<file path="config.mk">
export PLATFORM = sky130hd
export DESIGN_NAME = mcfe_lane
export DESIGN_NICKNAME = d
export VERILOG_FILES = /design/src/sv/mcfe_pkg.sv /design/src/sv/mcfe_lane.sv
export SDC_FILE = /design/constraint.sdc
export NUM_CORES = 2
export LEC_CHECK = 0
export BUFFER_PORTS_ARGS = -buffer_cell sky130_fd_sc_hd__buf_2
export CAP_MARGIN = 20
export CORE_MARGIN = 1
export CORE_UTILIZATION = 60
export CTS_CLUSTER_SIZE = 8
export DETAILED_ROUTE_END_ITERATION = 7
export HOLD_SLACK_MARGIN = 0.06
export PLACE_DENSITY_LB_ADDON = 0.25
export SLEW_MARGIN = 0
export SYNTH_ARGS = -nofsm -noshare
export SYNTH_HDL_FRONTEND = slang
export SYNTH_SLANG_ARGS = --single-unit
</file>
<file path="constraint.sdc">
create_clock -name aclk -period 8.6 [get_ports aclk]
set_input_delay 0.86 -clock aclk [delete_from_list [all_inputs] [get_ports aclk]]
set_output_delay 0.86 -clock aclk [all_outputs]
set_load 0.05 [all_outputs]
</file>
<file path="src/sv/mcfe_pkg.sv">
`timescale 1ns / 1ps
// ----------------------------------------------------------------------------
// mcfe_pkg
// Shared widths, limit tables, reciprocal tables and lane control type for
// the impedance-mode command frame encoder.
// ----------------------------------------------------------------------------
package mcfe_pkg;

    localparam int DATA_W        = 32;
    localparam int FRACTION_BITS = 16;
    localparam int MOTOR_TYPES   = 12;
    localparam int TABLE_ROWS    = 12;
    localparam int TYPE_W        = 4;
    localparam int ID_W          = 11;
    localparam int BYTE_W        = 8;
    localparam int POS_BITS      = 16;
    localparam int LOW_BITS      = 12;
    localparam int CODE_W        = 16;
    localparam int DIV_W         = 10;
    localparam int RECIP_SHIFT   = 32;
    localparam int RECIP_W       = 32;
    localparam int LANE_STAGES   = 5;

    localparam int USED_ROWS = (MOTOR_TYPES < TABLE_ROWS) ? MOTOR_TYPES : TABLE_ROWS;
    localparam int ROW_MAX   = USED_ROWS - 1;
    localparam int ROW_W     = $clog2(TABLE_ROWS);

    // derived datapath widths
    localparam int SPAN_W  = DIV_W + FRACTION_BITS;
    localparam int CLAMP_W = ((DATA_W > SPAN_W) ? DATA_W : SPAN_W) + 2;
    localparam int PROD_W  = SPAN_W + CODE_W;
    localparam int NUM_W   = DIV_W + CODE_W;
    localparam int MUL_W   = NUM_W + RECIP_W;
    localparam int CHK_W   = NUM_W;

    localparam logic [CODE_W-1:0] POS_FULL = CODE_W'((64'd1 << POS_BITS) - 64'd1);
    localparam logic [CODE_W-1:0] LOW_FULL = CODE_W'((64'd1 << LOW_BITS) - 64'd1);

    localparam longint unsigned RECIP_ONE = 64'd1 << RECIP_SHIFT;

    // gain ranges in whole units
    localparam logic [DIV_W-1:0]   KP_DIV = DIV_W'(500);
    localparam logic [DIV_W-1:0]   KD_DIV = DIV_W'(5);
    localparam logic [RECIP_W-1:0] RCP_KP = RECIP_W'(RECIP_ONE / 500);
    localparam logic [RECIP_W-1:0] RCP_KD = RECIP_W'(RECIP_ONE / 5);

    // doubled per-type limits: full span in whole units
    localparam logic [DIV_W-1:0] LIM_POS2 [TABLE_ROWS] = '{
        DIV_W'(25), DIV_W'(25), DIV_W'(25), DIV_W'(25), DIV_W'(25), DIV_W'(25),
        DIV_W'(25), DIV_W'(25), DIV_W'(25), DIV_W'(25), DIV_W'(25), DIV_W'(25)
    };
    localparam logic [DIV_W-1:0] LIM_VEL2 [TABLE_ROWS] = '{
        DIV_W'(60), DIV_W'(100), DIV_W'(20), DIV_W'(20), DIV_W'(90), DIV_W'(90),
        DIV_W'(90), DIV_W'(50), DIV_W'(40), DIV_W'(560), DIV_W'(90), DIV_W'(90)
    };
    localparam logic [DIV_W-1:0] LIM_TRQ2 [TABLE_ROWS] = '{
        DIV_W'(20), DIV_W'(20), DIV_W'(56), DIV_W'(56), DIV_W'(24), DIV_W'(40),
        DIV_W'(108), DIV_W'(400), DIV_W'(400), DIV_W'(2), DIV_W'(20), DIV_W'(20)
    };

    localparam logic [RECIP_W-1:0] RCP_POS [TABLE_ROWS] = '{
        RECIP_W'(RECIP_ONE / 25), RECIP_W'(RECIP_ONE / 25), RECIP_W'(RECIP_ONE / 25),
        RECIP_W'(RECIP_ONE / 25), RECIP_W'(RECIP_ONE / 25), RECIP_W'(RECIP_ONE / 25),
        RECIP_W'(RECIP_ONE / 25), RECIP_W'(RECIP_ONE / 25), RECIP_W'(RECIP_ONE / 25),
        RECIP_W'(RECIP_ONE / 25), RECIP_W'(RECIP_ONE / 25), RECIP_W'(RECIP_ONE / 25)
    };
    localparam logic [RECIP_W-1:0] RCP_VEL [TABLE_ROWS] = '{
        RECIP_W'(RECIP_ONE / 60), RECIP_W'(RECIP_ONE / 100), RECIP_W'(RECIP_ONE / 20),
        RECIP_W'(RECIP_ONE / 20), RECIP_W'(RECIP_ONE / 90), RECIP_W'(RECIP_ONE / 90),
        RECIP_W'(RECIP_ONE / 90), RECIP_W'(RECIP_ONE / 50), RECIP_W'(RECIP_ONE / 40),
        RECIP_W'(RECIP_ONE / 560), RECIP_W'(RECIP_ONE / 90), RECIP_W'(RECIP_ONE / 90)
    };
    localparam logic [RECIP_W-1:0] RCP_TRQ [TABLE_ROWS] = '{
        RECIP_W'(RECIP_ONE / 20), RECIP_W'(RECIP_ONE / 20), RECIP_W'(RECIP_ONE / 56),
        RECIP_W'(RECIP_ONE / 56), RECIP_W'(RECIP_ONE / 24), RECIP_W'(RECIP_ONE / 40),
        RECIP_W'(RECIP_ONE / 108), RECIP_W'(RECIP_ONE / 400), RECIP_W'(RECIP_ONE / 400),
        RECIP_W'(RECIP_ONE / 2), RECIP_W'(RECIP_ONE / 20), RECIP_W'(RECIP_ONE / 20)
    };

    typedef struct packed {
        logic [LANE_STAGES-1:0] load;
    } lane_ctl_t;

endpackage

</file>
<file path="src/sv/mcfe_lane.sv">
`timescale 1ns / 1ps
// ----------------------------------------------------------------------------
// mcfe_lane
// One quantizer lane: clamp to range, scale by the code full scale, divide
// by the span through a reciprocal multiply and one correction step.
// ----------------------------------------------------------------------------
module mcfe_lane (
    input  logic                               aclk,
    input  mcfe_pkg::lane_ctl_t                ctl,
    input  logic signed [mcfe_pkg::DATA_W-1:0] x,
    input  logic [mcfe_pkg::DIV_W-1:0]         div,
    input  logic [mcfe_pkg::RECIP_W-1:0]       rcp,
    input  logic                               bipolar,
    input  logic [mcfe_pkg::CODE_W-1:0]        full,
    output logic [mcfe_pkg::CODE_W-1:0]        code
);

    logic signed [mcfe_pkg::DATA_W-1:0] x1_reg;
    logic [mcfe_pkg::DIV_W-1:0]         div1_reg, div2_reg, div3_reg, div4_reg, div5_reg;
    logic [mcfe_pkg::RECIP_W-1:0]       rcp1_reg, rcp2_reg, rcp3_reg;
    logic [mcfe_pkg::SPAN_W-1:0]        d_reg, d_next;
    logic [mcfe_pkg::NUM_W-1:0]         n3_reg, n4_reg, n5_reg;
    logic [mcfe_pkg::MUL_W-1:0]         m_reg;
    logic [mcfe_pkg::CODE_W-1:0]        q0_reg;
    logic [mcfe_pkg::CHK_W-1:0]         t_reg;

    logic [mcfe_pkg::SPAN_W-1:0]         span;
    logic signed [mcfe_pkg::CLAMP_W-1:0] xs, lo_s, hi_s, diff_s;
    logic [mcfe_pkg::PROD_W-1:0]         prod;
    logic [mcfe_pkg::CODE_W-1:0]         q0_w;
    logic [mcfe_pkg::NUM_W-1:0]          rem;

    // clamp and offset
    always_comb begin
        span   = {div1_reg, {mcfe_pkg::FRACTION_BITS{1'b0}}};
        xs     = mcfe_pkg::CLAMP_W'(x1_reg);
        lo_s   = bipolar ? -$signed(mcfe_pkg::CLAMP_W'(span >> 1)) : '0;
        hi_s   = lo_s + $signed(mcfe_pkg::CLAMP_W'(span));
        diff_s = xs - lo_s;
        if (xs < lo_s) begin
            d_next = '0;
        end else if (xs > hi_s) begin
            d_next = span;
        end else begin
            d_next = diff_s[mcfe_pkg::SPAN_W-1:0];
        end
    end

    assign prod = mcfe_pkg::PROD_W'(d_reg) * mcfe_pkg::PROD_W'(full);
    assign q0_w = m_reg[mcfe_pkg::RECIP_SHIFT +: mcfe_pkg::CODE_W];

    always_ff @(posedge aclk) begin
        if (ctl.load[0]) begin
            x1_reg   <= x;
            div1_reg <= div;
            rcp1_reg <= rcp;
        end
        if (ctl.load[1]) begin
            d_reg    <= d_next;
            div2_reg <= div1_reg;
            rcp2_reg <= rcp1_reg;
        end
        if (ctl.load[2]) begin
            n3_reg   <= prod[mcfe_pkg::FRACTION_BITS +: mcfe_pkg::NUM_W];
            div3_reg <= div2_reg;
            rcp3_reg <= rcp2_reg;
        end
        if (ctl.load[3]) begin
            m_reg    <= mcfe_pkg::MUL_W'(n3_reg) * mcfe_pkg::MUL_W'(rcp3_reg);
            n4_reg   <= n3_reg;
            div4_reg <= div3_reg;
        end
        if (ctl.load[4]) begin
            q0_reg   <= q0_w;
            t_reg    <= mcfe_pkg::CHK_W'(q0_w) * mcfe_pkg::CHK_W'(div4_reg);
            n5_reg   <= n4_reg;
            div5_reg <= div4_reg;
        end
    end

    // quotient estimate is exact or one low
    assign rem  = n5_reg - mcfe_pkg::NUM_W'(t_reg);
    assign code = q0_reg + mcfe_pkg::CODE_W'(rem >= mcfe_pkg::NUM_W'(div5_reg));

endmodule

</file>
---- Word-level counts from Yosys, hierarchy flattened ----
Index checks and enable logic that the tools add are counted.
storage, ports and cells
  register bits ........................... 372
  bits of input ports ..................... 97
  output and inout port bits .............. 16
  word-level logic and storage cells ...... 31
operators by class
  add/sub/neg operators ................... 5
  $mul .................................... 3
  $lt $le $gt $ge ......................... 3
  multiplexer cells ....................... 2
  reduce and logical (&&, ||, !) cells .... 1
operators with widths
  kind             number
  $sub 26x26->26   2
  $mul 26x32->48   1
  $mul 26x16->42   1
  $add 34x27->34   1
  $gt 32x34->1     1
  $lt 32x34->1     1
  $mux 34          1
  $neg 25->34      1
  $ge 26x10->1     1
  $mul 16x10->26   1
  $mux 26          1
  $add 16x1->16    1
  $reduce_or 2->1  1

---- Depth between registers and ports, before layout ----
  depth after elaboration ................. 5
  mapped depth ............................ 29
  mapped depth without buffers ............ 28

---- Least setup slack after synthesis ----
Ideal clock, no wire load.
  kind .................................... flip-flop to flip-flop
  start ................................... register n3_reg[18] in the netlist's numbering
  end ..................................... register m_reg[46] in the netlist's numbering (data pin)
  setup time .............................. 0.259 ns
  data arrival time ....................... 6.686 ns
  required time ........................... 8.341 ns
  slack ................................... 1.656 ns
  cell stages (with the launch flop) ...... 27
  buffers on the path ..................... 2
  period minus slack after synthesis ...... 6.944 ns
  cell sequence ........................... edfxtp_1 -> clkbuf_1 -> buf_1 -> nand2_1 -> fa_1 -> inv_1 -> fa_1 -> inv_1 -> fa_1 -> inv_1 -> fa_1 -> fa_1 -> fa_1 -> inv_1 -> fa_1 -> inv_1 -> ha_1 -> a21o_1 -> a21o_1 -> a21oi_1 -> o211ai_1 -> a211oi_2 -> nor4_1 -> a2111oi_4 -> a211o_1 -> nand3b_1 -> xor2_1
on the way
  longest elaborated chain between the ends .. 1
ends and longest elaborated chain
  what                      RTL line         text
  start: declaration        mcfe_lane.sv:22  logic [mcfe_pkg::NUM_W-1:0] n3_reg, n4_reg, n5_reg;
  start signal: assignment  mcfe_lane.sv:64  n3_reg <= prod[mcfe_pkg::FRACTION_BITS +: mcfe_pkg::NUM_W];
  $mul 26x32->48            mcfe_lane.sv:69  m_reg <= mcfe_pkg::MUL_W'(n3_reg) * mcfe_pkg::MUL_W'(rcp3_reg);
  end signal: assignment    mcfe_lane.sv:69
  end: declaration          mcfe_lane.sv:23  logic [mcfe_pkg::MUL_W-1:0] m_reg;
No other way between the ends.
A chain may end at the register's enable or synchronous reset.

---- Worst setup path in the final report ----
  start ................................... register rcp3_reg[5] in the netlist's numbering
  end ..................................... register m_reg[46] in the netlist's numbering (data pin)
on the way
  longest elaborated chain between the ends .. 1
ends and longest elaborated chain
  what                      RTL line         text
  start: declaration        mcfe_lane.sv:20  logic [mcfe_pkg::RECIP_W-1:0] rcp1_reg, rcp2_reg, rcp3_reg;
  start signal: assignment  mcfe_lane.sv:66  rcp3_reg <= rcp2_reg;
  $mul 26x32->48            mcfe_lane.sv:69
No other way between the ends.

==> metrics.md <==
| Metric | Value |
|---|---|
| Outcome | finished, final reports clean |
| Post-synthesis share of cell area spent on and, or, nand and nor gates | 14.84% |
| Post-CTS setup-driven buffer insertion count | 0 |
| DIE AREA | just over 0.09 mm2 |
| Post-Syn Area | ~0.054 mm2 |
| Adder-cell share of the synthesized area | about half |
| Min-Delay Endpoint | rcp2_reg[11] |
| Number of cells produced by synthesis | between 5k and 6k |
| Post-cts sizing count | 0 |
| Critical register-to-register path startpoint | rcp3_reg[5] |
| Crit path time final | 8.221 ns |
| Total wirelength of the detailed-routed design | 137500 um |
| Proportion of layout cells with a drive suffix above 1 | 5.601% |
| Final setup vio count | 0 |
| Multiplexer share of the synthesized area | 0.2023% |
| Deepest clock path buffer count | 3 |
| Parity-gate share of the synthesized area counting xor and xnor cells | around 2.1% |
| Required time at the worst-slack endpoint | 8.92 ns |
| Die extent in x | between 300 and 400 um |
| Weighted congestion at the end of routability-driven global placement | 0.9417 |
| TritonCTS clock tree | yes |
| Total count of max-transition violations in the final report | 0 |
| Total of hold buffers inserted after clock tree synthesis | 0 |
| Leading cell types in the layout, fill and taps excluded | sky130_fd_sc_hd__inv_1 (1204), sky130_fd_sc_hd__fa_1 (1119), sky130_fd_sc_hd__nand2_1 (852) |
| Post-synthesis net count | 7037 |
| Critical Path Start Type | flip-flop |
| Maximum fanout along the worst path | 22 |
| First DRT Iteration DRCs | 2619 |
| Clock-pin slew on the worst setup and hold paths | 0.05 ns |
| Commonest non-fill, non-tap cell in the layout | sky130_fd_sc_hd__inv_1 |
| Number of rows in the core area | 110 |
| Number of enable flip-flop cells after synthesis | 340 |
| Clock latency at the later pin of the worst-skew pair | a little over 0.6 ns |
| Hold Path Stages | 0 |
| Slack of the worst reg-to-reg path | 0.38 ns |
| Max Clock Skew | around 0.039 ns |
| Final worst-path cycle share | between 90% and 100% |
| Via density | between 5 and 6 |
| Count of input and output buffers | approximately 110 |
| Number of nets with antenna violations after routing | 0 |
| Final total negative setup slack | 0 ns |
| Arr. time, crit path | 8.54 ns |
| Max-capacitance violation count | 0 |
| Hold WS | 0.4113 ns |
| Cell count after placement | between 6k and 7k |
| Vias post-DR | ~37k |
| DRC | 0 |
| Relative area change from synthesis to final layout | 6.348% |
| Detail Placement HPWL | 108400 um |
| WL per Instance | between 20 and 25 um |
| Number of nets in the layout | 7086 |
| Num CTS Buffers | 50 |
| Distinct cell type count of the synthesized netlist | 70 |
| Synthesized area per cell | 10.03 um2 |
| Reg-to-reg critical path endpoint | m_reg[46] |
| Root buf cell | sky130_fd_sc_hd__clkbuf_16 |
| Worst Hold Launch | rcp1_reg[11] |
| Worst Setup End Kind | flip-flop |
| Dominant combinational cell family by area after synthesis | adder cells |
| Pin count of the biggest net entering global routing | 79 |
| Synth Flop Type | sky130_fd_sc_hd__edfxtp_1 |
| Slew HR | 17.85% |
| Effective utilization at floorplan | between 60 and 70% |
| I/O pins | 113 |
| Ant diodes | 0 |
| Hold WC Path Type | reg -> reg |
| RSZ-0062 raised after global routing | no |
| Count of endpoints failing hold in the final timing report | 0 |
| FF-to-FF path depth | 24 |
| First-pass GRT wire length | 218100 um |
| # clock sinks | 340 |
| Number of antenna violations at the first check in global routing | 3 |
| Post-layout utilization of the core | roughly 64% |
| Vias in the first global route | approximately 40k |
| Global routing usage summed across all routing layers | 31.49% |
| Synth Register Bits | 340 |
| Core Footprint | 0.08987 mm2 |
| Number of detailed-routing iterations run before antenna repair | 5 |
| Final instance count without filler cells | 6657 |
| Fraction of registers with async set/reset | 0% |
| H-Tree Depth | 2 |
| Worst slew pin tran | 1.232 ns |
| Compound-gate portion of the synthesized area | 3.890% |
| Vertical die dimension | between 300 and 400 um |
| Fmax | 121.6 MHz |
| Share of synthesized area occupied by flip-flops and latches | about a fifth |
| Number of synthesis warnings | 0 |
| Global route overflow | 0 |
| Setup CP Type | reg -> reg |
==> logic make-up after synthesis <==
logic type | count (synthesis)
and+or+nand+nor | 1674
adders and majority gates | 1517
buffers and inverters | 1437
DFF | 340
AOI/OAI and AO/OA | 315
xor gates and xnor gates | 129
muxes | 11
==> layer usage <==
metal	global-route usage, %	wire, um
met5	0	13
met4	10.80	5316
met3	6.183	12280
met2	51.51	65520
met1	42.32	54350
==> final cells by class <==
| cell class | instances | area [um2] |
|---|---|---|
| tap | 1176 | 1471 |
| clock buffer | 53 | 1305 |
| timing repair buffer | 230 | 1491 |
| multi-input combinational | 3646 | 38810 |
| inverter | 1204 | 4519 |
| clock inverter | 8 | 62.56 |
| sequential | 340 | 10210 |
| fill | 7128 | 32000 |
==> cells in the mapped netlist (4+ instances only) <==
master | instances | share of area (%)
sky130_fd_sc_hd__a211oi_1 | 10 | 0.14
sky130_fd_sc_hd__a21o_1 | 47 | 0.65
sky130_fd_sc_hd__a21oi_1 | 95 | 0.87
sky130_fd_sc_hd__a221oi_1 | 4 | 0.064
sky130_fd_sc_hd__a31oi_1 | 5 | 0.057
sky130_fd_sc_hd__and2_1 | 578 | 6.6
sky130_fd_sc_hd__and3_1 | 11 | 0.13
sky130_fd_sc_hd__and4_1 | 6 | 0.097
sky130_fd_sc_hd__buf_1 | 6 | 0.041
sky130_fd_sc_hd__clkbuf_1 | 226 | 1.6
sky130_fd_sc_hd__edfxtp_1 | 340 | 19
sky130_fd_sc_hd__fa_1 | 1119 | 41
sky130_fd_sc_hd__ha_1 | 398 | 9.2
sky130_fd_sc_hd__inv_1 | 1204 | 8.3
sky130_fd_sc_hd__mux2i_1 | 11 | 0.20
sky130_fd_sc_hd__nand2_1 | 852 | 5.9
sky130_fd_sc_hd__nand2b_1 | 15 | 0.17
sky130_fd_sc_hd__nand3_1 | 21 | 0.19
sky130_fd_sc_hd__nand3b_1 | 4 | 0.055
sky130_fd_sc_hd__nand4_1 | 16 | 0.18
sky130_fd_sc_hd__nor2_1 | 98 | 0.68
sky130_fd_sc_hd__nor2b_1 | 15 | 0.17
sky130_fd_sc_hd__nor3_1 | 29 | 0.27
sky130_fd_sc_hd__nor4_1 | 8 | 0.092
sky130_fd_sc_hd__o211ai_1 | 10 | 0.14
sky130_fd_sc_hd__o21a_1 | 19 | 0.26
sky130_fd_sc_hd__o21ai_0 | 38 | 0.35
sky130_fd_sc_hd__o21ai_1 | 12 | 0.11
sky130_fd_sc_hd__o21bai_1 | 18 | 0.25
sky130_fd_sc_hd__o31ai_1 | 7 | 0.097
sky130_fd_sc_hd__or2_2 | 4 | 0.046
sky130_fd_sc_hd__or3_1 | 9 | 0.10
sky130_fd_sc_hd__xnor2_1 | 93 | 1.5
sky130_fd_sc_hd__xor2_1 | 36 | 0.58
==> worst max-delay path by stage <==
stage                      start   endpoint  cells after the start
CTS                 rcp3_reg[11]  m_reg[46]                     23
global placement    rcp3_reg[11]  m_reg[46]                     23
detailed placement  rcp3_reg[11]  m_reg[46]                     23
finish               rcp3_reg[5]  m_reg[46]                     24
global route        rcp3_reg[11]  m_reg[46]                     23
floorplan             n3_reg[18]  m_reg[46]                     26
==> critical path: stages, from the launching register on <==
cell	delay, ns
sky130_fd_sc_hd__edfxtp_1	1.15
sky130_fd_sc_hd__nand2_1	0.17
sky130_fd_sc_hd__fa_1	0.53
sky130_fd_sc_hd__inv_1	0.05
sky130_fd_sc_hd__fa_1	0.50
sky130_fd_sc_hd__inv_1	0.06
sky130_fd_sc_hd__fa_1	0.54
sky130_fd_sc_hd__inv_1	0.05
sky130_fd_sc_hd__fa_1	0.53
sky130_fd_sc_hd__fa_1	0.44
sky130_fd_sc_hd__fa_1	0.49
sky130_fd_sc_hd__inv_1	0.05
sky130_fd_sc_hd__fa_1	0.48
sky130_fd_sc_hd__inv_1	0.05
sky130_fd_sc_hd__ha_1	0.29
sky130_fd_sc_hd__a21o_1	0.16
sky130_fd_sc_hd__a21o_1	0.18
sky130_fd_sc_hd__a21oi_1	0.20
sky130_fd_sc_hd__o211ai_1	0.25
sky130_fd_sc_hd__a211oi_2	0.55
sky130_fd_sc_hd__nor4_1	0.19
sky130_fd_sc_hd__a2111oi_4	0.51
sky130_fd_sc_hd__a211o_1	0.23
sky130_fd_sc_hd__nand3b_1	0.09
sky130_fd_sc_hd__xor2_1	0.14
==> stage by stage <==
stage | instance area, um2 | worst slack, ns
floorplan | 54420 | 1.656
global placement | 56450 | 0.6178
detailed placement | 56450 | 0.4522
CTS | 57820 | 0.4017
global route | 57870 | 0.1711
finish | 57870 | 0.3787
Power is not shown: default switching activity piles up to over one toggle a cycle in this logic, so the estimate is an artifact.
