--- config.mk ---
export PLATFORM = sky130hd
export DESIGN_NAME = mcfe_pack
export DESIGN_NICKNAME = d
export VERILOG_FILES = /design/src/sv/mcfe_pkg.sv /design/src/sv/mcfe_pack.sv
export SDC_FILE = /design/constraint.sdc
export NUM_CORES = 1
export LEC_CHECK = 0
export ABC_AREA = 1
export BUFFER_PORTS_ARGS = -buffer_cell sky130_fd_sc_hd__buf_4
export CAP_MARGIN = 20
export CORE_MARGIN = 10
export CORE_UTILIZATION = 39
export CTS_CLUSTER_DIAMETER = 200
export DETAILED_ROUTE_END_ITERATION = 16
export PLACE_DENSITY_LB_ADDON = 0.15
export REMOVE_ABC_BUFFERS = 1
export SLEW_MARGIN = 10
export SYNTH_ARGS = -nofsm -noshare
export SYNTH_HDL_FRONTEND = slang
export SYNTH_SLANG_ARGS = --single-unit
--- constraint.sdc ---
create_clock -name aclk -period 6.98 [get_ports aclk]
set_input_delay 1.396 -clock aclk [delete_from_list [all_inputs] [get_ports aclk]]
set_output_delay 1.396 -clock aclk [all_outputs]
set_load 0.03 [all_outputs]
--- src/sv/mcfe_pkg.sv ---
`timescale 1ns / 1ps
// ----------------------------------------------------------------------------
// mcfe_pkg
// Shared widths, limit tables, reciprocal tables and lane control type for
// the impedance-mode command frame encoder.
// ----------------------------------------------------------------------------
package mcfe_pkg;

    localparam int DATA_W        = 32;
    localparam int FRACTION_BITS = 16;
    localparam int MOTOR_TYPES   = 12;
    localparam int TABLE_ROWS    = 12;
    localparam int TYPE_W        = 4;
    localparam int ID_W          = 11;
    localparam int BYTE_W        = 8;
    localparam int POS_BITS      = 16;
    localparam int LOW_BITS      = 12;
    localparam int CODE_W        = 16;
    localparam int DIV_W         = 10;
    localparam int RECIP_SHIFT   = 32;
    localparam int RECIP_W       = 32;
    localparam int LANE_STAGES   = 5;

    localparam int USED_ROWS = (MOTOR_TYPES < TABLE_ROWS) ? MOTOR_TYPES : TABLE_ROWS;
    localparam int ROW_MAX   = USED_ROWS - 1;
    localparam int ROW_W     = $clog2(TABLE_ROWS);

    // derived datapath widths
    localparam int SPAN_W  = DIV_W + FRACTION_BITS;
    localparam int CLAMP_W = ((DATA_W > SPAN_W) ? DATA_W : SPAN_W) + 2;
    localparam int PROD_W  = SPAN_W + CODE_W;
    localparam int NUM_W   = DIV_W + CODE_W;
    localparam int MUL_W   = NUM_W + RECIP_W;
    localparam int CHK_W   = NUM_W;

    localparam logic [CODE_W-1:0] POS_FULL = CODE_W'((64'd1 << POS_BITS) - 64'd1);
    localparam logic [CODE_W-1:0] LOW_FULL = CODE_W'((64'd1 << LOW_BITS) - 64'd1);

    localparam longint unsigned RECIP_ONE = 64'd1 << RECIP_SHIFT;

    // gain ranges in whole units
    localparam logic [DIV_W-1:0]   KP_DIV = DIV_W'(500);
    localparam logic [DIV_W-1:0]   KD_DIV = DIV_W'(5);
    localparam logic [RECIP_W-1:0] RCP_KP = RECIP_W'(RECIP_ONE / 500);
    localparam logic [RECIP_W-1:0] RCP_KD = RECIP_W'(RECIP_ONE / 5);

    // doubled per-type limits: full span in whole units
    localparam logic [DIV_W-1:0] LIM_POS2 [TABLE_ROWS] = '{
        DIV_W'(25), DIV_W'(25), DIV_W'(25), DIV_W'(25), DIV_W'(25), DIV_W'(25),
        DIV_W'(25), DIV_W'(25), DIV_W'(25), DIV_W'(25), DIV_W'(25), DIV_W'(25)
    };
    localparam logic [DIV_W-1:0] LIM_VEL2 [TABLE_ROWS] = '{
        DIV_W'(60), DIV_W'(100), DIV_W'(20), DIV_W'(20), DIV_W'(90), DIV_W'(90),
        DIV_W'(90), DIV_W'(50), DIV_W'(40), DIV_W'(560), DIV_W'(90), DIV_W'(90)
    };
    localparam logic [DIV_W-1:0] LIM_TRQ2 [TABLE_ROWS] = '{
        DIV_W'(20), DIV_W'(20), DIV_W'(56), DIV_W'(56), DIV_W'(24), DIV_W'(40),
        DIV_W'(108), DIV_W'(400), DIV_W'(400), DIV_W'(2), DIV_W'(20), DIV_W'(20)
    };

    localparam logic [RECIP_W-1:0] RCP_POS [TABLE_ROWS] = '{
        RECIP_W'(RECIP_ONE / 25), RECIP_W'(RECIP_ONE / 25), RECIP_W'(RECIP_ONE / 25),
        RECIP_W'(RECIP_ONE / 25), RECIP_W'(RECIP_ONE / 25), RECIP_W'(RECIP_ONE / 25),
        RECIP_W'(RECIP_ONE / 25), RECIP_W'(RECIP_ONE / 25), RECIP_W'(RECIP_ONE / 25),
        RECIP_W'(RECIP_ONE / 25), RECIP_W'(RECIP_ONE / 25), RECIP_W'(RECIP_ONE / 25)
    };
    localparam logic [RECIP_W-1:0] RCP_VEL [TABLE_ROWS] = '{
        RECIP_W'(RECIP_ONE / 60), RECIP_W'(RECIP_ONE / 100), RECIP_W'(RECIP_ONE / 20),
        RECIP_W'(RECIP_ONE / 20), RECIP_W'(RECIP_ONE / 90), RECIP_W'(RECIP_ONE / 90),
        RECIP_W'(RECIP_ONE / 90), RECIP_W'(RECIP_ONE / 50), RECIP_W'(RECIP_ONE / 40),
        RECIP_W'(RECIP_ONE / 560), RECIP_W'(RECIP_ONE / 90), RECIP_W'(RECIP_ONE / 90)
    };
    localparam logic [RECIP_W-1:0] RCP_TRQ [TABLE_ROWS] = '{
        RECIP_W'(RECIP_ONE / 20), RECIP_W'(RECIP_ONE / 20), RECIP_W'(RECIP_ONE / 56),
        RECIP_W'(RECIP_ONE / 56), RECIP_W'(RECIP_ONE / 24), RECIP_W'(RECIP_ONE / 40),
        RECIP_W'(RECIP_ONE / 108), RECIP_W'(RECIP_ONE / 400), RECIP_W'(RECIP_ONE / 400),
        RECIP_W'(RECIP_ONE / 2), RECIP_W'(RECIP_ONE / 20), RECIP_W'(RECIP_ONE / 20)
    };

    typedef struct packed {
        logic [LANE_STAGES-1:0] load;
    } lane_ctl_t;

endpackage

--- src/sv/mcfe_pack.sv ---
`timescale 1ns / 1ps
// ----------------------------------------------------------------------------
// mcfe_pack
// Merges the five lane codes into the eight frame bytes and holds the
// finished word in the output register.
// ----------------------------------------------------------------------------
module mcfe_pack (
    input  logic                              aclk,
    input  logic                              aresetn,
    input  logic                              in_valid,
    output logic                              in_ready,
    input  logic [mcfe_pkg::ID_W-1:0]         in_id,
    input  logic [mcfe_pkg::CODE_W-1:0]       pos_code,
    input  logic [mcfe_pkg::CODE_W-1:0]       vel_code,
    input  logic [mcfe_pkg::CODE_W-1:0]       kp_code,
    input  logic [mcfe_pkg::CODE_W-1:0]       kd_code,
    input  logic [mcfe_pkg::CODE_W-1:0]       trq_code,
    output logic                              m_valid,
    input  logic                              m_ready,
    output logic [mcfe_pkg::ID_W-1:0]         m_frame_id,
    output logic [mcfe_pkg::BYTE_W-1:0]       m_byte0,
    output logic [mcfe_pkg::BYTE_W-1:0]       m_byte1,
    output logic [mcfe_pkg::BYTE_W-1:0]       m_byte2,
    output logic [mcfe_pkg::BYTE_W-1:0]       m_byte3,
    output logic [mcfe_pkg::BYTE_W-1:0]       m_byte4,
    output logic [mcfe_pkg::BYTE_W-1:0]       m_byte5,
    output logic [mcfe_pkg::BYTE_W-1:0]       m_byte6,
    output logic [mcfe_pkg::BYTE_W-1:0]       m_byte7
);

    logic valid_reg;

    assign in_ready = !valid_reg || m_ready;
    assign m_valid  = valid_reg;

    always_ff @(posedge aclk) begin
        if (!aresetn) begin
            valid_reg <= 1'b0;
        end else if (in_ready) begin
            valid_reg <= in_valid;
        end
    end

    always_ff @(posedge aclk) begin
        if (in_ready && in_valid) begin
            m_frame_id <= in_id;
            m_byte0    <= pos_code[15:8];
            m_byte1    <= pos_code[7:0];
            m_byte2    <= vel_code[11:4];
            m_byte3    <= {vel_code[3:0], kp_code[11:8]};
            m_byte4    <= kp_code[7:0];
            m_byte5    <= kd_code[11:4];
            m_byte6    <= {kd_code[3:0], trq_code[11:8]};
            m_byte7    <= trq_code[7:0];
        end
    end

endmodule

# Word level (Yosys, flattened, before mapping)
# Cells that the tools add are included.
[word_totals]
register_bits = 76
in_bits = 95
elab_cells = 13
[classes]
reduce_logical = 3
[ops]
columns = ["operator", "n"]
rows = [
  ["1-bit logical AND", 1],
  ["1-bit logical NOT", 1],
  ["1-bit logical OR", 1],
]

# Longest topological paths before layout
# Gate-level depths: netlist of run 1.
[logic_depth]
word_depth = 3
ltp_mapped = 3
ltp_nobuf = 3

# Least setup slack after synthesis of run 1
# Ideal clock, no wire load.
[synth_timing]
kind = "input to register"
from = "input in_valid"
to = "register m_byte0[0] (netlist bit) (enable)"
t_arrival_ns = 5.086
required_time_ns = 6.447
path_slack_ns = 1.362
path_stages = 2
path_buffers = 0
path_cell_list = "inv_1 a21oi_1"
[synth_between]
elab_chain_cells = 1
[synth_rtl]
columns = ["item", "line_no", "source"]
rows = [
  ["start, declared", "mcfe_pack.sv:10", "input logic in_valid,"],
  ["1-bit logical AND", "mcfe_pack.sv:45", "if (in_ready && in_valid) begin"],
  ["end signal, assigned", "mcfe_pack.sv:47", "m_byte0 <= pos_code[15:8];"],
  ["end, declared", "mcfe_pack.sv:21", "output logic [mcfe_pkg::BYTE_W-1:0] m_byte0,"],
]
# No other way between the ends.
# A chain may end at the register's enable or synchronous reset.

# Final worst setup path of run 1
[layout_timing]
from = "input m_ready"
to = "output in_ready"
[layout_between]
elab_chain_cells = 1
[layout_rtl]
columns = ["item", "line_no", "source"]
rows = [
  ["start, declared", "mcfe_pack.sv:19", "input logic m_ready,"],
  ["1-bit logical OR", "mcfe_pack.sv:33", "assign in_ready = !valid_reg || m_ready;"],
  ["end, declared", "mcfe_pack.sv:11", "output logic in_ready,"],
]
# No other way between the ends.

==> flow_metrics.py, run 1 <==
metrics = {
    "status": {
        "outcome": "finished clean",
    },
    "synthesis": {
        "syn_area_um2": 2300,
        "synth.distinct_cells": 7,
        "ys_ff_latch": 76,
        "synth.most_common_cell": "edfxtp_1",
        "yosys_warnings": 0,
        "synth.top_cell.area_share_pct": 97.8,
        "synth_ff_type": "edfxtp_1",
        "synth_commonest_cells": "edfxtp_1 (75), inv_1 (2)",
        "synth.top_cells.by_area": "edfxtp_1 (98%), dfxtp_1 (0.87%), a21oi_2 (0.38%), inv_1 (0.33%), nand2_2 (0.27%)",
        "syn-instance-count": 82,
        "ys_seq_area_share_pct": 98.6,
        "avgSynthCellArea_um2": 28.1,
        "synth.largest_area_cell": "edfxtp_1",
        "synth_edf_count": 75,
        "synthArstFlopShare_pct": 0,
    },
    "worst_setup_path": {
        "startpoint_type": "primary input",
        "path_buf_inv": 3,
        "path_delay_family": "buffers and inverters",
        "worstPathArrival_ps": 1810,
        "slowest_delay_ps": 170,
        "cp_max_fo": 2,
        "crit_required_ps": 5580,
        "rr_worst_depth": 2,
        "cp_num_cells": 4,
        "critPathLaunch": "m_ready",
        "reg2reg_from": "m_valid",
        "cp-end-kind": "output port",
        "critical_path_class": "in -> out",
        "worst_path_most_repeated_cell": "buf_4",
        "critical_path.slowest_cell": "buf_4",
        "crit_chain": "buf_4 -> inv_2 -> nand2_2 -> buf_4",
    },
    "clock_tree": {
        "root_buffer": "clkbuf_8",
        "htree_levels": 3,
        "cts_inserted_buffers": 9,
        "clk_latency_ps": 320,
        "postCtsHoldBufs": 0,
        "clock-sinks": 76,
        "cts_resized": 0,
        "clk_pin_slew_worst_paths_ps": 70,
        "post_cts_buffers": 0,
        "cts_tree": "yes",
        "cts_buffer_depth": 2,
    },
    "finish": {
        "multiInputGateArea_um2": 31.3,
        "synthToLayoutAreaGrowth_pct": 66.2,
        "fill_cells": 400,
        "nets": 344,
        "drive_above_1_share_pct": 68.4,
        "seq_area_um2": 2270,
        "final_util_pct": 68.3,
        "antenna_cells": 0,
    },
    "place": {
        "io_buffers": 155,
        "dp_hpwl_um": 4790,
        "gp_congestion": 0.706,
    },
    "floorplanning": {
        "initial_core_util_pct": 41.1,
        "die_area_um2": 9380,
        "die_x_um": 96.9,
        "row_count": 27,
        "die_y_um": 96.9,
        "ios": 172,
        "core_um2": 5610,
    },
    "detailed_routing": {
        "drc_errors": 0,
        "first_iter_violations": 57,
        "ant_nets": 0,
        "routed-via-count": 1397,
        "vias_per_cell": 4.30,
        "wl_per_cell_um": 18.4,
        "wirelength_um": 5980,
        "first_pass_iters": 4,
    },
    "pwr": {
        "power_density_nw_per_um2": 285,
        "ir_worst_vdd_uv": 154,
        "p_leak_nw": 1.63,
    },
    "sta": {
        "fin_crit_sh_pct": 45.9,
        "rsz0062_at_grt": "no",
        "min_period_ps": 3200,
        "setup-tns-final_ps": 0,
        "max_slew_margin_pct": 40.2,
        "tightestPinTransition_ps": 897,
        "whs_ps": 536,
        "slew_violations": 0,
        "skew_ps": 4.90,
        "hold_viol_final": 0,
        "setup_viol": 0,
        "max_freq_mhz": 312,
    },
    "grt": {
        "grt_util_all_layers_pct": 12.5,
        "grt_overflow": 0,
        "antenna_found_initial": 0,
        "grt_pass1_wl_um": 8960,
        "grt_max_degree": 76,
        "grt_pass1_vias": 1543,
    },
    "worst_hold_path": {
        "min_path_cells": 2,
        "hp-class": "reg -> reg",
        "hp-start": "m_valid",
    },
    "run": {
        "cap_viol_max_count": 0,
    },
}
## flip-flops by register name, indices dropped and copies added (netlist names)
signal and cells:
m_valid 1, m_frame_id 11, m_byte5 8, m_byte7 8, m_byte4 8, m_byte2 8
m_byte3 8, m_byte6 8, m_byte0 8, m_byte1 8
## cells by family after synthesis
logic type	Yosys count	share of synthesized area, %
and+or+nand+nor	1	0.272
buffers and inverters	3	0.489
DFF	76	98.6
AOI/OAI and AO/OA	2	0.597
## path summary, 6_finish.rpt
| check | to | slack, ps |
|---|---|---|
| setup / recovery | in_ready | 3780 |
| hold / removal | m_valid | 540 |
| setup reg to reg | m_byte6[7] | 5350 |
| hold reg to reg | m_valid | 540 |
## final cells by class
class / count / area share [%]
clock buffer: 9 / 3.24
inverter: 3 / 0.294
clock inverter: 6 / 3.33
tap: 72 / 2.35
timing repair buffer: 156 / 30.6
sequential: 76 / 59.4
multi-input combinational: 3 / 0.817
## layout by cell type (no fill, tap or decap)
master     Yosys  layout
edfxtp_1      75      75
a21oi_4        0       1
buf_4          0     156
dfxtp_1        1       1
a21oi_2        1       1
inv_1          2       2
bufinv_16      0       4
nand2_2        1       1
clkbuf_8       0       9
clkinv_1       0       2
inv_2          1       1
## per-layer routing
metal	up-vias	part of all wire, %	global-route usage [%]
met1	634	37	13.0
met4	0	1.0	6.43
li1	658	-	-
met3	5	13	7.24
met5	-	0	0
met2	100	49	19.8
## metrics by stage
stage	instances	setup WS [ps]	power (mW)	area [um2]
after floorplan	82	1360	0.617	2300
final	325	3780	1.09	3830
after global placement	310	3780	0.690	3580
after global routing	325	3750	1.13	3830
after detailed placement	310	3770	0.693	3580
after CTS	325	3770	1.10	3830
## worst reg2reg max path, cell delays in order, from the launching register on
cell	delay, ps
dfxtp_1	360
a21oi_4	150
buf_4	690
## power breakdown
group,switching [mW],leakage (nW),internal [mW],total (mW)
clock network,0.141,0.124,0.269,0.411
logic,0.0800,0.771,0.0588,0.139
registers,0.00708,0.734,0.534,0.541
total,0.229,1.63,0.862,1.09
Power figures use the tool's default switching activity.
==> run 2: changes to the inputs <==
- clock period: 6.98 -> 3.1 ns (I/O delays scaled with it)
==> flow_metrics.py, run 2 (synthesis results as in run 1) <==
metrics = {
    "status": {
        "outcome": "finished clean",
    },
    "grt": {
        "antenna_found_initial": 0,
        "grt_max_degree": 76,
        "grt_pass1_vias": 1468,
        "grt_pass1_wl_um": 8900,
        "grt_util_all_layers_pct": 12.6,
        "grt_overflow": 0,
    },
    "worst_setup_path": {
        "critical_path_class": "in -> out",
        "worstPathArrival_ps": 1030,
        "startpoint_type": "primary input",
        "critical_path.slowest_cell": "buf_4",
        "slowest_delay_ps": 170,
        "path_delay_family": "buffers and inverters",
        "crit_chain": "buf_4 -> inv_2 -> nand2_2 -> buf_4",
        "cp-end-kind": "output port",
        "reg2reg_from": "m_valid",
        "worst_path_most_repeated_cell": "buf_4",
        "crit_required_ps": 2480,
        "r2r_end": "m_byte5[4]",
        "cp_max_fo": 2,
        "rr_worst_depth": 2,
        "rrSetupSlack_ps": 1850,
        "path_buf_inv": 3,
    },
    "detailed_routing": {
        "wl_per_cell_um": 18.4,
        "wirelength_um": 5990,
        "routed-via-count": 1396,
        "vias_per_cell": 4.28,
        "ant_nets": 0,
        "first_iter_violations": 73,
        "first_pass_iters": 2,
        "drc_errors": 0,
    },
    "place": {
        "dp_slack_ps": 1450,
        "placed_cells": 310,
        "gp_congestion": 0.749,
        "io_buffers": 155,
    },
    "clock_tree": {
        "cts_inserted_buffers": 9,
        "cts_buffer_depth": 2,
        "clk_latency_ps": 330,
        "postCtsHoldBufs": 0,
        "cts_tree": "yes",
        "htree_levels": 3,
        "root_buffer": "clkbuf_8",
        "clock-sinks": 76,
        "post_cts_buffers": 0,
        "cts_resized": 0,
        "clk_pin_slew_worst_paths_ps": 80,
    },
    "sta": {
        "tightestPinTransition_ps": 378,
        "max_slew_margin_pct": 74.8,
        "worst_slack_ps": 1450,
        "hold_viol_final": 0,
        "max_freq_mhz": 607,
        "slew_violations": 0,
        "rsz0062_at_grt": "no",
        "min_period_ps": 1650,
        "skew_ps": 6.06,
        "setup_viol": 0,
        "fin_crit_sh_pct": 53.2,
    },
    "floorplanning": {
        "die_area_um2": 9380,
        "core_um2": 5610,
        "ios": 172,
        "die_y_um": 96.9,
        "initial_core_util_pct": 41.1,
        "row_count": 27,
        "die_x_um": 96.9,
    },
    "run": {
        "cap_viol_max_count": 0,
    },
    "pwr": {
        "ir_worst_vdd_uv": 367,
        "power_density_nw_per_um2": 589,
        "p_leak_nw": 1.60,
        "p_total_mw": 2.22,
    },
    "finish": {
        "antenna_cells": 0,
        "final_cell_mix": "buf_4 (155), edfxtp_1 (75), clkbuf_8 (9)",
        "max_flop_register": "m_frame_id",
        "fin_cells": 326,
        "synthToLayoutAreaGrowth_pct": 63.7,
        "layout_commonest_cell": "buf_4",
        "nets": 344,
        "final_util_pct": 67.2,
        "largest_register_ffs": 11,
        "drive_above_1_share_pct": 68.1,
    },
    "worst_hold_path": {
        "hp-start": "kd_code[9]",
        "min_path_cells": 1,
        "hp-class": "in -> reg",
        "hold-path-endpoint": "m_byte5[5]",
    },
}
[run 2: changes by cell type in the layout (fill, tap and decap cells not counted)]
cell        before  now
bufinv_16        4    1
buf_4          156  155
clkinv_2         0    2
clkinvlp_4       0    1
buf_12           0    1
clkbuf_1         0    1
[run 2: how the worst max path moves through the flow]
stage	start	slack, ps	to	cells past startpoint
final	m_ready	1450	in_ready	4
after global routing	m_ready	1430	in_ready	4
after CTS	m_ready	1450	in_ready	4
after detailed placement	m_ready	1450	in_ready	4
after global placement	m_ready	1450	in_ready	4
after floorplan	in_valid	-1740	m_byte0[0]	2
[run 2: area by class of cell]
type	count	area, um2
Fill cell	409	1840
Multi-Input combinational cell	3	31.3
Inverter	3	11.3
Timing Repair Buffer	156	1180
Sequential cell	76	2270
Tap cell	72	90.1
Clock inverter	6	55.1
Clock buffer	10	128
[run 2: routing by layer]
metal	up-vias	track usage [%]	wire length (um)
met2	102	18.9	2800
met1	623	13.4	2320
li1	659	-	-
met5	-	0	0
met3	12	7.52	730
met4	0	7.10	133
[run 2: metrics by stage]
stage | hold WS [ps] | area [um2] | TNS, ps
3_3_place_gp | 517 | 3590 | 0
2_1_floorplan | 719 | 2300 | -130680
6_report | 459 | 3770 | 0
3_5_place_dp | 519 | 3590 | 0
4_1_cts | 438 | 3770 | 0
5_1_grt | 433 | 3770 | 0
[run 2: power breakdown]
part / internal, mW / switching [mW]
combinational: 0.135 / 0.181
sequential: 1.20 / 0.0157
clock: 0.364 / 0.324
==> run 3: changes to the inputs <==
- CORE_UTILIZATION: 39 -> 35
- clock period: 3.1 -> 1.5 ns (I/O delays scaled with it)
==> flow_metrics.py, run 3 (synthesis results as in run 1) <==
metrics = {
    "clock_tree": {
        "clk_pin_slew_worst_paths_ps": 70,
        "htree_levels": 3,
        "post_cts_buffers": 0,
        "cts_tree": "yes",
        "clock-sinks": 76,
        "cts_buffer_depth": 2,
        "cts_resized": 0,
        "clk_latency_ps": 330,
        "root_buffer": "clkbuf_8",
        "cts_inserted_buffers": 9,
        "postCtsHoldBufs": 0,
    },
    "pwr": {
        "ir_worst_vdd_uv": 663,
        "power_density_nw_per_um2": 1250,
        "p_leak_nw": 1.63,
    },
    "place": {
        "io_buffers": 155,
        "gp_congestion": 0.669,
        "dp_hpwl_um": 4800,
    },
    "sta": {
        "whs_ps": 138,
        "fin_crit_sh_pct": 86.7,
        "tightestPinTransition_ps": 227,
        "max_freq_mhz": 769,
        "setup_viol": 0,
        "setup-tns-final_ps": 0,
        "min_period_ps": 1300,
        "max_slew_margin_pct": 84.9,
        "slew_violations": 0,
        "rsz0062_at_grt": "no",
        "hold_viol_final": 0,
        "skew_ps": 6.20,
    },
    "finish": {
        "drive_above_1_share_pct": 68.6,
        "layout_commonest_cell": "buf_4",
        "max_flop_register": "m_frame_id",
        "nets": 345,
        "final_util_pct": 59.8,
        "antenna_cells": 0,
        "fill_cells": 516,
        "synthToLayoutAreaGrowth_pct": 65.9,
        "largest_register_ffs": 11,
        "final_cell_mix": "buf_4 (155), edfxtp_1 (75), clkbuf_8 (9)",
    },
    "worst_setup_path": {
        "cp-end-kind": "output port",
        "cp_max_fo": 3,
        "path_delay_family": "flip-flops",
        "crit_required_ps": 1200,
        "path_buf_inv": 1,
        "startpoint_type": "flop",
        "critical_path_class": "reg -> out",
        "slowest_delay_ps": 410,
        "critical_path.slowest_cell": "dfxtp_1",
        "crit_chain": "nand2_2 -> buf_4",
        "worstPathArrival_ps": 1000,
    },
    "grt": {
        "globalRouteMet2Util_pct": 16.7,
        "antenna_found_initial": 0,
        "grt_util_met3_pct": 9.26,
        "gr-max-usage-layer": "met2",
        "grt_pass1_vias": 1531,
        "grt_max_degree": 44,
        "grt_util_all_layers_pct": 11.3,
        "grt_overflow": 0,
        "grt_pass1_wl_um": 8600,
        "met1_usage_pct": 11.4,
    },
    "run": {
        "cap_viol_max_count": 0,
    },
    "floorplanning": {
        "die_x_um": 101,
        "ios": 172,
        "row_count": 29,
        "core_um2": 6390,
        "die_y_um": 101,
        "initial_core_util_pct": 36.1,
        "die_area_um2": 10200,
    },
    "detailed_routing": {
        "ant_nets": 0,
        "first_iter_violations": 60,
        "drc_errors": 0,
        "routed-via-count": 1421,
        "vias_per_cell": 4.28,
        "wl_per_cell_um": 18.3,
        "first_pass_iters": 4,
        "wirelength_um": 6090,
    },
    "worst_hold_path": {
        "hp-class": "in -> reg",
    },
    "status": {
        "outcome": "finished clean",
    },
}
[run 3: layer usage]
layer  vias up  wire [um]
li1        660          -
met1       648       2130
met2       106       2810
met3         7       1050
met4         0         97
met5         -          0
[run 3: final timing paths]
path | from | endpoint | slack [ps] | depth (start not counted)
min | in_id[8] | m_frame_id[8] | 140 | 1
max reg2reg | m_valid | m_byte5[3] | 330 | 2
max | m_valid | in_ready | 200 | 2
min reg2reg | m_valid | m_valid | 540 | 2
[run 3: area by class of cell]
class | count | area [um2] | share of cell area [%]
sequential | 76 | 2270 | 59.5
tap | 77 | 96.3 | 2.52
clock buffer | 10 | 128 | 3.34
inverter | 3 | 11.3 | 0.295
timing repair buffer | 157 | 1200 | 31.5
clock inverter | 6 | 78.8 | 2.06
multi-input combinational | 3 | 31.3 | 0.819
[run 3: per-stage QoR]
stage,worst slack (ps),cells,cell area (um2),power (mW)
after floorplan,-3160,82,2300,2.87
after global placement,268,316,3610,3.22
after detailed placement,256,316,3610,3.23
after CTS,172,332,3820,4.85
after global routing,133,332,3820,5.01
final,200,332,3820,4.78
[run 3: power by group]
part / switching [mW] / leakage [nW] / internal [mW]
clock network: 0.683 / 0.107 / 0.923
registers: 0.0327 / 0.734 / 2.48
logic: 0.377 / 0.785 / 0.286
